**src/hdl/clint_pkg.sv**
```systemverilog
// Shared types and constants of the core-local interruptor.
`default_nettype none

package clint_pkg;

	typedef enum logic [1:0] {
		OP_READ  = 2'd0,
		OP_WRITE = 2'd1,
		OP_TICK  = 2'd2,
		OP_CHECK = 2'd3
	} op_t;

	typedef enum logic [1:0] {
		REG_NONE,
		REG_SOFT,
		REG_CMP,
		REG_TIME
	} region_t;

	localparam logic [63:0] CMP_OFF    = 64'h0000_0000_0000_4000;
	localparam logic [63:0] TIME_OFF   = 64'h0000_0000_0000_BFF8;
	localparam logic [63:0] BASE_RESET = 64'h0000_0000_0200_0000;
	localparam logic [3:0]  MAX_BYTES  = 4'd8;
	localparam int          PEND_W     = 4;

	typedef struct packed {
		op_t         op;
		logic [63:0] address;
		logic [3:0]  access_bytes;
		logic [63:0] write_data;
		logic [63:0] increment;
		logic [1:0]  hart;
	} in_word_t;

	typedef struct packed {
		logic [63:0]       read_data;
		logic [PEND_W-1:0] soft_pending;
		logic [PEND_W-1:0] timer_pending;
	} out_word_t;

endpackage

`default_nettype wire

```
**src/hdl/clint_in_stage.sv**
```systemverilog
// Input register stage: holds one accepted word until the datapath takes it.
`default_nettype none

module clint_in_stage (
	input  wire logic                clk,
	input  wire logic                arst_n,
	input  wire logic                in_valid,
	output logic                     in_ready,
	input  wire clint_pkg::in_word_t in_data,
	input  wire logic                take,
	output logic                     valid_s1,
	output clint_pkg::in_word_t      word_s1
);

	logic accept;

	assign in_ready = !valid_s1 || take;
	assign accept   = in_valid && in_ready;

	always_ff @(posedge clk or negedge arst_n) begin
		if (!arst_n) begin
			valid_s1 <= 1'b0;
		end else if (accept) begin
			valid_s1 <= 1'b1;
		end else if (take) begin
			valid_s1 <= 1'b0;
		end
	end

	always_ff @(posedge clk) begin
		if (accept) begin
			word_s1 <= in_data;
		end
	end

endmodule

`default_nettype wire

```
**src/hdl/clint_core.sv**
```systemverilog
// Register state of the interruptor and the single-pass logic that serves one word.
`default_nettype none

module clint_core #(
	parameter int HARTS = 4
) (
	input  wire logic                clk,
	input  wire logic                arst_n,
	input  wire logic                cfg_we,
	input  wire logic [63:0]         cfg_wdata,
	input  wire logic                fire,
	input  wire clint_pkg::in_word_t word,
	output clint_pkg::out_word_t     result
);

	localparam int SOFT_LEN = 4 * HARTS;
	localparam int CMP_LEN  = 8 * HARTS;
	localparam int REL_W    = $clog2(CMP_LEN);
	localparam int LEN_W    = REL_W + 1;
	localparam int SOFT_IW  = $clog2(SOFT_LEN);
	localparam int FLAG_N   = (HARTS < clint_pkg::PEND_W) ? HARTS : clint_pkg::PEND_W;

	logic [63:0] base_q;
	logic [63:0] time_q;
	logic [63:0] cmp_q   [HARTS];
	logic [31:0] soft_q  [HARTS];
	logic [clint_pkg::PEND_W-1:0] flags_q;

	logic [7:0]  soft_b  [SOFT_LEN];
	logic [7:0]  cmp_b   [CMP_LEN];
	logic [7:0]  soft_nb [SOFT_LEN];
	logic [7:0]  cmp_nb  [CMP_LEN];
	logic [7:0]  time_nb [8];
	logic [63:0] cmp_next  [HARTS];
	logic [31:0] soft_next [HARTS];
	logic [CMP_LEN-1:0] cmp_hit;
	logic [63:0] time_wr;
	logic [63:0] time_next;

	logic [63:0] off;
	logic [63:0] off_cmp;
	logic [63:0] off_time;
	clint_pkg::region_t region;
	logic [REL_W-1:0] rel;
	logic [LEN_W-1:0] len;
	logic [3:0]       nbytes;
	logic             is_acc;
	logic             is_wr;
	logic [LEN_W-1:0] lane_p [8];
	logic [7:0]       mask;
	logic [63:0]      rdata;

	logic [clint_pkg::PEND_W-1:0] ge;
	logic [clint_pkg::PEND_W-1:0] touched;
	logic [clint_pkg::PEND_W-1:0] spend;
	logic [clint_pkg::PEND_W-1:0] flags_next;

	// Byte views of the register files, lowest byte of each register first.
	for (genvar j = 0; j < SOFT_LEN; j++) begin : g_soft_b
		assign soft_b[j] = soft_q[j / 4][8 * (j % 4) +: 8];
	end
	for (genvar j = 0; j < CMP_LEN; j++) begin : g_cmp_b
		assign cmp_b[j] = cmp_q[j / 8][8 * (j % 8) +: 8];
	end

	// The region is chosen by the offset of the first byte alone.
	assign off      = word.address - base_q;
	assign off_cmp  = off - clint_pkg::CMP_OFF;
	assign off_time = off - clint_pkg::TIME_OFF;

	always_comb begin
		region = clint_pkg::REG_NONE;
		rel    = '0;
		len    = '0;
		if (off < 64'(SOFT_LEN)) begin
			region = clint_pkg::REG_SOFT;
			rel    = off[REL_W-1:0];
			len    = LEN_W'(SOFT_LEN);
		end else if (off >= clint_pkg::CMP_OFF && off_cmp < 64'(CMP_LEN)) begin
			region = clint_pkg::REG_CMP;
			rel    = off_cmp[REL_W-1:0];
			len    = LEN_W'(CMP_LEN);
		end else if (off >= clint_pkg::TIME_OFF && off_time < 64'd8) begin
			region = clint_pkg::REG_TIME;
			rel    = off_time[REL_W-1:0];
			len    = LEN_W'(8);
		end
	end

	assign is_wr  = (word.op == clint_pkg::OP_WRITE);
	assign is_acc = (word.op == clint_pkg::OP_READ) || is_wr;
	assign nbytes = (word.access_bytes > clint_pkg::MAX_BYTES) ? clint_pkg::MAX_BYTES
		: word.access_bytes;

	// A lane moves a byte when it lies within the length and within the region.
	always_comb begin
		for (int i = 0; i < 8; i++) begin
			lane_p[i] = {1'b0, rel} + LEN_W'(i);
			mask[i]   = is_acc && (4'(i) < nbytes) && (lane_p[i] < len);
		end
	end

	always_comb begin
		rdata = '0;
		for (int i = 0; i < 8; i++) begin
			if (mask[i] && word.op == clint_pkg::OP_READ) begin
				case (region)
					clint_pkg::REG_SOFT: rdata[8*i +: 8] = soft_b[lane_p[i][SOFT_IW-1:0]];
					clint_pkg::REG_CMP:  rdata[8*i +: 8] = cmp_b[lane_p[i][REL_W-1:0]];
					clint_pkg::REG_TIME: rdata[8*i +: 8] = time_q[{lane_p[i][2:0], 3'b000} +: 8];
					default:             rdata[8*i +: 8] = 8'h00;
				endcase
			end
		end
	end

	// Each stored byte finds the lane that would land on it, if any.
	for (genvar j = 0; j < SOFT_LEN; j++) begin : g_soft_w
		logic [LEN_W-1:0] d;
		logic             hit;
		assign d   = LEN_W'(j) - {1'b0, rel};
		assign hit = is_wr && region == clint_pkg::REG_SOFT && d[LEN_W-1:3] == '0
			&& mask[d[2:0]];
		assign soft_nb[j] = hit ? word.write_data[{d[2:0], 3'b000} +: 8] : soft_b[j];
	end
	for (genvar j = 0; j < CMP_LEN; j++) begin : g_cmp_w
		logic [LEN_W-1:0] d;
		assign d = LEN_W'(j) - {1'b0, rel};
		assign cmp_hit[j] = is_wr && region == clint_pkg::REG_CMP && d[LEN_W-1:3] == '0
			&& mask[d[2:0]];
		assign cmp_nb[j] = cmp_hit[j] ? word.write_data[{d[2:0], 3'b000} +: 8] : cmp_b[j];
	end
	for (genvar j = 0; j < 8; j++) begin : g_time_w
		logic [LEN_W-1:0] d;
		logic             hit;
		assign d   = LEN_W'(j) - {1'b0, rel};
		assign hit = is_wr && region == clint_pkg::REG_TIME && d[LEN_W-1:3] == '0
			&& mask[d[2:0]];
		assign time_nb[j]         = hit ? word.write_data[{d[2:0], 3'b000} +: 8]
			: time_q[8*j +: 8];
		assign time_wr[8*j +: 8] = time_nb[j];
	end

	for (genvar h = 0; h < HARTS; h++) begin : g_next
		assign soft_next[h] = {soft_nb[4*h+3], soft_nb[4*h+2], soft_nb[4*h+1], soft_nb[4*h]};
		assign cmp_next[h]  = {cmp_nb[8*h+7], cmp_nb[8*h+6], cmp_nb[8*h+5], cmp_nb[8*h+4],
			cmp_nb[8*h+3], cmp_nb[8*h+2], cmp_nb[8*h+1], cmp_nb[8*h]};
	end

	assign time_next = (word.op == clint_pkg::OP_TICK) ? time_q + word.increment : time_wr;

	// Only the first four harts own a pending bit.
	for (genvar h = 0; h < clint_pkg::PEND_W; h++) begin : g_pend
		if (h < FLAG_N) begin : g_on
			assign ge[h]      = (time_q >= cmp_next[h]);
			assign touched[h] = |cmp_hit[8*h +: 8];
			assign spend[h]   = soft_next[h][0];
		end else begin : g_off
			assign ge[h]      = 1'b0;
			assign touched[h] = 1'b0;
			assign spend[h]   = 1'b0;
		end
	end

	always_comb begin
		flags_next = flags_q;
		case (word.op)
			clint_pkg::OP_WRITE: begin
				for (int h = 0; h < clint_pkg::PEND_W; h++) begin
					if (touched[h]) begin
						flags_next[h] = ge[h];
					end
				end
			end
			clint_pkg::OP_CHECK: begin
				if (int'(word.hart) < FLAG_N && ge[word.hart]) begin
					flags_next[word.hart] = 1'b1;
				end
			end
			default: ;
		endcase
	end

	assign result.read_data     = rdata;
	assign result.soft_pending  = spend;
	assign result.timer_pending = flags_next;

	always_ff @(posedge clk or negedge arst_n) begin
		if (!arst_n) begin
			base_q <= clint_pkg::BASE_RESET;
		end else if (cfg_we) begin
			base_q <= cfg_wdata;
		end
	end

	always_ff @(posedge clk or negedge arst_n) begin
		if (!arst_n) begin
			time_q  <= '0;
			flags_q <= '0;
			for (int h = 0; h < HARTS; h++) begin
				cmp_q[h]  <= '0;
				soft_q[h] <= '0;
			end
		end else if (fire) begin
			time_q  <= time_next;
			flags_q <= flags_next;
			for (int h = 0; h < HARTS; h++) begin
				cmp_q[h]  <= cmp_next[h];
				soft_q[h] <= soft_next[h];
			end
		end
	end

endmodule

`default_nettype wire

```
**src/hdl/clint_out_stage.sv**
```systemverilog
// Result register: holds one result word until the consumer takes it.
`default_nettype none

module clint_out_stage (
	input  wire logic                 clk,
	input  wire logic                 arst_n,
	input  wire logic                 load,
	input  wire clint_pkg::out_word_t res,
	output logic                      free,
	output logic                      out_valid,
	input  wire logic                 out_ready,
	output clint_pkg::out_word_t      out_data
);

	logic                 valid_s2;
	clint_pkg::out_word_t word_s2;

	assign free      = !valid_s2 || out_ready;
	assign out_valid = valid_s2;
	assign out_data  = word_s2;

	always_ff @(posedge clk or negedge arst_n) begin
		if (!arst_n) begin
			valid_s2 <= 1'b0;
		end else if (load) begin
			valid_s2 <= 1'b1;
		end else if (out_ready) begin
			valid_s2 <= 1'b0;
		end
	end

	always_ff @(posedge clk) begin
		if (load) begin
			word_s2 <= res;
		end
	end

endmodule

`default_nettype wire

```
**src/hdl/core_local_interruptor.sv**
```systemverilog
// Top level of the core-local interruptor: input register, register state and result register.
// The block accepts one word per clock cycle while no stalled result holds it back. For each
// accepted word, the word is held in the input register, served in one pass through the
// register file logic into the result register, and drains at the consumer's pace. The
// window base is set through cfg_we and cfg_wdata and resets to 0x0200_0000; software
// words sit at offset 0x0, compares at 0x4000 and the time counter at 0xBFF8.
`default_nettype none

module core_local_interruptor #(
	parameter int HARTS = 4
) (
	input  wire logic                clk,
	input  wire logic                arst_n,
	input  wire logic                cfg_we,
	input  wire logic [63:0]         cfg_wdata,
	input  wire logic                in_valid,
	output logic                     in_ready,
	input  wire clint_pkg::in_word_t in_data,
	output logic                     out_valid,
	input  wire logic                out_ready,
	output clint_pkg::out_word_t     out_data
);

	logic                 valid_s1;
	clint_pkg::in_word_t  word_s1;
	logic                 free;
	logic                 take;
	clint_pkg::out_word_t res;

	assign take = valid_s1 && free;

	clint_in_stage u_in (
		.clk      (clk),
		.arst_n   (arst_n),
		.in_valid (in_valid),
		.in_ready (in_ready),
		.in_data  (in_data),
		.take     (take),
		.valid_s1 (valid_s1),
		.word_s1  (word_s1)
	);

	clint_core #(
		.HARTS (HARTS)
	) u_core (
		.clk       (clk),
		.arst_n    (arst_n),
		.cfg_we    (cfg_we),
		.cfg_wdata (cfg_wdata),
		.fire      (take),
		.word      (word_s1),
		.result    (res)
	);

	clint_out_stage u_out (
		.clk       (clk),
		.arst_n    (arst_n),
		.load      (take),
		.res       (res),
		.free      (free),
		.out_valid (out_valid),
		.out_ready (out_ready),
		.out_data  (out_data)
	);

endmodule

`default_nettype wire

```
**config.mk**
```make
export PLATFORM = sky130hd
export DESIGN_NAME = core_local_interruptor
export DESIGN_NICKNAME = d
export VERILOG_FILES = /design/src/hdl/clint_pkg.sv /design/src/hdl/clint_in_stage.sv /design/src/hdl/clint_core.sv /design/src/hdl/clint_out_stage.sv /design/src/hdl/core_local_interruptor.sv
export SDC_FILE = /design/constraint.sdc
export NUM_CORES = 2
export LEC_CHECK = 0
export BUFFER_PORTS_ARGS = -buffer_cell sky130_fd_sc_hd__buf_2
export CAP_MARGIN = 20
export CORE_AREA = 2 2 411 413
export CTS_CLUSTER_DIAMETER = 50
export DETAILED_ROUTE_END_ITERATION = 8
export DIE_AREA = 0 0 413 415
export PLACE_DENSITY = 0.7
export SLEW_MARGIN = 20
export SYNTH_ARGS = -nofsm -noshare
export SYNTH_HDL_FRONTEND = slang
export SYNTH_SLANG_ARGS = --single-unit
```
**constraint.sdc**
```tcl
create_clock -name clk -period 13.1 [get_ports clk]
set_input_delay 2.62 -clock clk [delete_from_list [all_inputs] [get_ports clk]]
set_output_delay 2.62 -clock clk [all_outputs]
set_load 0.005 [all_outputs]
```
# ---- Word-level counts from Yosys, hierarchy flattened
# Cells that the tools add are included.
dict set report classes {
  addsub 43
  magnitude_cmp 76
  n_eq_ne 6
  shifts 40
  muxes 189
  bitwise_logic 17
  reduce_logical 220
}
# operator count
set op_table {}
lappend op_table {{$shiftx A64 B7 Y8} 40}
lappend op_table {{$mux W8} 72}
lappend op_table {{$bmux W8 S5} 8}
lappend op_table {{$bmux W8 S4} 8}
lappend op_table {{$ge A64 B64 Y1} 4}
lappend op_table {{$pmux W8 S3} 8}
lappend op_table {{$logic_and A1 B1 Y1} 144}
lappend op_table {{$lt A3 B4 Y1 const B} 32}
lappend op_table {{$bmux W1 S3} 32}
lappend op_table {{$logic_not A3 Y1} 32}
lappend op_table {{$sub A5 B5 Y6 const A} 16}
lappend op_table {{$add A64 B64 Y64} 1}
lappend op_table {{$ge A64 B15 Y1 const B} 1}
lappend op_table {{$ge A64 B16 Y1 const B} 1}
lappend op_table {{$lt A64 B4 Y1 const B} 1}
lappend op_table {{$lt A64 B5 Y1 const B} 1}
lappend op_table {{$lt A64 B6 Y1 const B} 1}
lappend op_table {{$mux W64} 1}
lappend op_table {{$sub A64 B15 Y64 const B} 1}
lappend op_table {{$sub A64 B16 Y64 const B} 1}
lappend op_table {{$sub A64 B64 Y64} 1}
lappend op_table {{$ge A6 B6 Y1 const B} 8}
lappend op_table {{$not A5 Y6} 8}
lappend op_table {{$reduce_and A2 Y1} 24}
lappend op_table {{other kinds (33)} 145}
dict set report word_totals {
  register_bits 790
  in_bits 269
  output_inout_bits 74
  word_cells 643
}

# ---- Longest topological paths before layout
dict set report logic_depth {
  ltp_word 19
  mapped_depth 68
  mapped_depth_nobuf 60
}

# ---- Cells and area by module
# From an unflattened synthesis, not the netlist that was laid out.
dict set report hier_totals {
  cells_unflattened 8143
  area_unflattened_um2 69746.9
}
# module n_inst cells_each area_per_inst_um2 seq_area_each_um2
set modules_own_cells {}
lappend modules_own_cells {clint_core 1 7863 61471.5 12913.6}
lappend modules_own_cells {clint_in_stage 1 204 6059.6 6030.8}
lappend modules_own_cells {clint_out_stage 1 75 2209.6 2187.1}
lappend modules_own_cells {core_local_interruptor 1 1 6.3 0.0}

# ---- Worst setup path after synthesis
# Ideal clock, no wire load.
dict set report synth_path {
  path_kind {register -> register}
  from {register u_in.word_s1[134] (netlist name)}
  to {register u_out.word_s2, in the netlist u_out.out_data[0], data pin}
  setup_time_ns 0.262
  arrival_ns 12.823
  required_time_ns 12.838
  setup_slack_ns 0.015
  path_stages_with_launch 62
  n_path_buf 7
  period_less_slack_ns 13.085
  cell_sequence {edfxtp_1 > inv_1 > ha_1 > inv_1 > fa_1 > a211oi_1 > o21ai_1 > inv_1 > clkbuf_1 > ha_1 > nand3_1 > nor4_4 > nand4_1 > nor2_2 > nor4_1 > or3_1 > a2111oi_0 > nand4_1 > [26 not listed] > a21o_1 > a21o_1 > a21o_1 > a21o_1 > a21o_1 > a21o_1 > a21o_1 > a21o_1 > a21oi_1 > o21ai_0 > a21oi_1 > o21a_1 > o21ai_0 > o311a_1 > a211oi_1 > o21ai_0 > a31oi_1 > o2bb2ai_1}
}
# element line_no
set synth_rtl {}
lappend synth_rtl {{end signal: assignment} clint_out_stage.sv:34} ;# word_s2 <= res;
lappend synth_rtl {{end: declaration} clint_out_stage.sv:16} ;# clint_pkg::out_word_t word_s2;

# ---- Worst setup path in the final report
dict set report layout_path {
  from {register u_in.word_s1[134] (netlist name)}
  to {register u_core.flags_q[0] (netlist name)}
}
dict set report layout_between {
  elab_chain_len 19
  word_cells_on_any_way 310
  cone_classes {add/sub (42); order compare (17); eq/ne (1); shift (32); mux (110); reduce/logical (108)}
}
# element line_no
set layout_lines {}
lappend layout_lines {{$sub A64 B64 Y64 *} clint_core.sv:67} ;# assign off = word.address - base_q;
lappend layout_lines {{$sub A64 B16 Y64} clint_core.sv:69} ;# assign off_time = off - clint_pkg::TIME_OFF;
lappend layout_lines {{$lt A64 B4 Y1} clint_core.sv:83} ;# end else if (off >= clint_pkg::TIME_OFF && off_time < 64'd8) begin
lappend layout_lines {{$logic_and A1 B1 Y1} clint_core.sv:83}
lappend layout_lines {{$mux W5} clint_core.sv:83}
lappend layout_lines {{$mux W5} clint_core.sv:79} ;# end else if (off >= clint_pkg::CMP_OFF && off_cmp < 64'(CMP_LEN)) begin
lappend layout_lines {{$mux W5} clint_core.sv:75} ;# if (off < 64'(SOFT_LEN)) begin
lappend layout_lines {{$add A5 B1 Y6 (tied with other cells)} clint_core.sv:98} ;# lane_p[i] = {1'b0, rel} + LEN_W'(i);
lappend layout_lines {{[3 not listed]} -}
lappend layout_lines {{$mux W1 (not written as such)} clint_core.sv:130} ;# && mask[d[2:0]];
lappend layout_lines {{$logic_and A1 B1 Y1} clint_core.sv:130}
lappend layout_lines {{$mux W8} clint_core.sv:131} ;# assign cmp_nb[j] = cmp_hit[j] ? word.write_data[{d[2:0], 3'b000} +: 8] : cmp_b[j];
lappend layout_lines {{$ge A64 B64 Y1} clint_core.sv:155} ;# assign ge[h] = (time_q >= cmp_next[h]);
lappend layout_lines {{$bmux W1 S2} clint_core.sv:176} ;# if (int'(word.hart) < FLAG_N && ge[word.hart]) begin
lappend layout_lines {{$mux W1 (not written as such)} clint_core.sv:176}
lappend layout_lines {{$mux W4} clint_core.sv:176}
lappend layout_lines {{$pmux W4 S2 *} clint_core.sv:167} ;# case (word.op)
lappend layout_lines {{end signal: assignment} clint_core.sv:206} ;# flags_q <= flags_next;
lappend layout_lines {{end: declaration} clint_core.sv:27} ;# logic [clint_pkg::PEND_W-1:0] flags_q;
# Every way passes the cells marked *; elsewhere a longest branch is shown, timed or not. The select of a mux whose other input is x is not followed.
# A chain may end at the register's enable or synchronous reset.

==> impl_results.md <==
* Final routed DRC violation total at 39
* Synth unique cells at about 120
* Met1 Resource Use GR at 0.632
* Clk pin slew, worst setup/hold paths at 0.06 ns
* Worst hold start: u_core.flags_q[1]
* TritonCTS clock tree: yes
* DR vias at around 77000
* Pwr/cell area at approximately 120 mW/mm^2
* CTS H-Tree Depth at 3
* Violation count after the first detailed-route iteration at between 10000 and 15000
* Num ports at around 340
* Post-DP Area at slightly above 0.08 mm^2
* DIE AREA at about 0.17 mm^2
* Cell taking the most area after synthesis: dfrtp_1
* Worst slew pin tran at 1.41 ns
* Register area at roughly 0.021 mm^2
* Count leader, synth: nand2_1
* Reg2Reg Depth at between 60 and 70
* Synth cell count leaders: nand2_1 (1578), mux2i_1 (922), o21ai_0 (597), a21oi_1 (573), dfrtp_1 (517)
* Setup crit start kind: flop
* GR met3 Demand/Resource at 0.215
* Status: finished, violations left
* RSZ-0062 raised after global routing: no
* Final WL at 425000 um
* CTS Buffer Depth at 3
* Number of global-route vias before repair at about 70000
* Layout Skew at ~0.054 ns
* Final setup vio count at 0
* Clock Latency Late Sink at approximately 0.82 ns
* Via/cell ratio at approximately 6.6
* Multi-input gate area at just under 0.05 mm^2
* Fin. max-slew vios at 0
* Post-DP HPWL at between 300000 and 400000 um
* Pwr Total at approximately 10 mW
* Sink Count at a little under 800
* Synth Net Count at around 9000
* Initial Util at 0.429
* Post-synth EDFFs at 272
* Register area share after synthesis at 0.295
* Failing checks: DRC
* Total Routing Usage GR at 0.481
* Row count at 150
* GR Overflow Total at 0
* Die W at between 400 and 500 um
* Average size of a mapped cell at about 8.6 um^2
* Leak at 37.2 nW
* Fill cells at roughly 16000
* Post-Syn Area at roughly 0.072 mm^2
* Crit-path max FO at 7
* Final Instance Area at a little under 0.09 mm^2
* Setup TNS Final at 0 ns
* FF-to-FF setup slack at 0.56 ns
* First-pass GRT wire length at 572000 um
* CTS root buffer: clkbuf_16
* Hold crit path type: reg2reg
* Reg-to-Reg End: u_core.flags_q[0]
* Initial antenna violation count at 55
* Cts hold-fix bufs at 0
* Crit path time final at approximately 13 ns
* Ys Warns at 0
* Bufs and invs on worst path at 14
* Grt met2 use at 0.628
* Worst endpoint required time at 13.76 ns
* TritonCTS Buffers at 114
* Drt wl/cell at approximately 37 um
* Busiest grt layer: met1
* FF-to-FF Start: u_in.word_s1[134]
* Final hold violation count at 0
* Die H at a little over 400 um
* Most used cell, CP: a21o_1
* Endpoint class of the critical path: flop
* Crit Path Category: reg2reg
* Nets at 9894
* Crit path DAT at approximately 13 ns
* Yosys top cell area share at 0.181
* Detail Route Antenna Nets at 0
* Synth Register Bits at just under 800
* Final worst path period share at 0.957
* Core Box Area at 0.167 mm^2
* Layout cells sized above 1 at 0.219
* Total stage count of the critical path at between 60 and 70
* Hold-critical path endpoint: u_core.flags_q[1]
* Asr flop ratio synth at 0.656
* Area growth from synthesis to layout at 20.9%
* Relative slew slack at 0.0595
* Buffers added on ports at about 340
* Critical Path Max Stage Delay at a little over 0.6 ns
* Gate Count Post-Synth at between 8000 and 9000
* MaxCap Viol Count at 0
* Pin count of the biggest net entering global routing at 250
* Peak Freq at 79.8 MHz
* Area contributors post-synth: dfrtp_1 (18%), mux2i_1 (13%), edfxtp_1 (11%)
* TritonRoute pass-1 iters at 9
* Cell family with most CP delay: compound AO/OA/AOI/OAI gates
* Crit-path slowest cell: or4b_1
* Synth Flop Type: dfrtp_1
* Peak supply drop at 0.000235 V
* GP Congestion at approximately 1.1
* Hold path cells at 1
worst reg2reg max path: cells and delay by family, from the launching register on:
family | cells | cell delay [ns]
AOI/OAI and AO/OA | 29 | 5.19
and+or+nand+nor | 12 | 3.06
buffers and inverters | 14 | 2.20
adders and majority gates | 4 | 1.02
DFF | 1 | 0.36
xor gates and xnor gates | 2 | 0.32
muxes | 2 | 0.26
state kept, by name, summed over array words and instances, names as in the netlist:
signal,cells
u_core.cmp_b,256
u_in.word_s1,200
u_core.soft_b,128
u_out.out_data,72
u_core.base_q,64
u_core.time_q,64
u_core.flags_q,4
u_in.valid_s1,1
u_out.out_valid,1
area by class of cell:
class | count | area share
repair buffers | 1299 | 0.109
inverters | 131 | 0.00592
diodes | 55 | 0.00159
flip-flops and latches | 790 | 0.244
clock buffers | 129 | 0.0345
clock inverters | 86 | 0.0115
well taps | 2204 | 0.0319
multi-input cells | 6876 | 0.561
where the power goes:
part / internal (mW) / switching [mW] / total, mW
clock network: 1.92 / 1.37 / 3.29
registers: 2.72 / 0.387 / 3.10
logic: 1.56 / 2.40 / 3.95
total: 6.20 / 4.15 / 10.3
kinds of logic after synthesis:
logic type      after synthesis  synth area share
simple gates               3050             0.200
compound gates             2004             0.173
mux                        1271             0.206
flops                       790             0.295
buf+inv                     656            0.0368
fa+ha+maj                   413            0.0725
xor+xnor                    138            0.0172
worst max-delay path by stage:
| stage | startpoint | to | slack [ns] |
|---|---|---|---|
| global route | u_in.word_s1[134] | u_out.out_data[1] | 0.005 |
| floorplan | u_in.word_s1[134] | u_out.out_data[0] | 0.02 |
| global placement | u_in.word_s1[134] | u_out.out_data[1] | 0.11 |
| CTS | u_in.word_s1[134] | u_out.out_data[1] | 0.01 |
| detailed placement | u_in.word_s1[134] | u_out.out_data[1] | -0.11 |
| finish | u_in.word_s1[134] | u_core.flags_q[0] | 0.56 |
stage by stage:
stage	setup WS [ns]	hold WS, ns	util	cells
2_1_floorplan	0.0154	0.457	-	8322
3_3_place_gp	0.107	0.474	0.491	11300
3_5_place_dp	-0.109	0.487	0.491	11300
4_1_cts	0.0107	0.500	0.515	11500
5_1_grt	0.00469	0.523	0.518	11500
6_report	0.562	0.502	0.519	11600
cells in the final DEF, fill, tap and decap left out, drive strengths merged, types with 22 or more instances in the layout:
cell,synthesis,final
a211oi,87,87
nand2b,82,82
nor2b,71,71
nor3,100,100
buf,197,1297
nor4,44,44
and2,62,62
nand2,1579,1579
o31a,29,29
mux4,137,137
nand4,90,90
a21o,119,119
and3,258,258
o31ai,29,29
nor2,378,378
o21ai,663,663
a21oi,578,578
xnor2,88,88
o21bai,33,33
nand3,225,225
o211ai,94,94
a311oi,24,24
edfxtp,272,272
inv,126,157
o21a,51,51
ha,411,411
o221ai,26,26
or3,40,40
dfrtp,517,517
mux2,211,211
mux2i,923,923
clkbuf,328,131
diode,0,55
clkinv,5,42
or2,22,22
o22ai,33,33
xor2,50,50
a31oi,55,55
metal layers:
layer | routed length, um | part of all wire | vias to the layer above
met5 | 619 | 0.0015 | -
met1 | 168000 | 0.40 | 37800
met2 | 161000 | 0.38 | 5156
met4 | 33300 | 0.078 | 28
met3 | 61900 | 0.15 | 1098
li1 | - | - | 32600
what timing repair did:
item	4_1_cts	5_1_grt
setup buffers	0	6
gates resized for setup	7	87
pin swaps	1	32
endpoints found under the setup margin	4	8
Note: power is estimated with default switching activity, not from simulation.
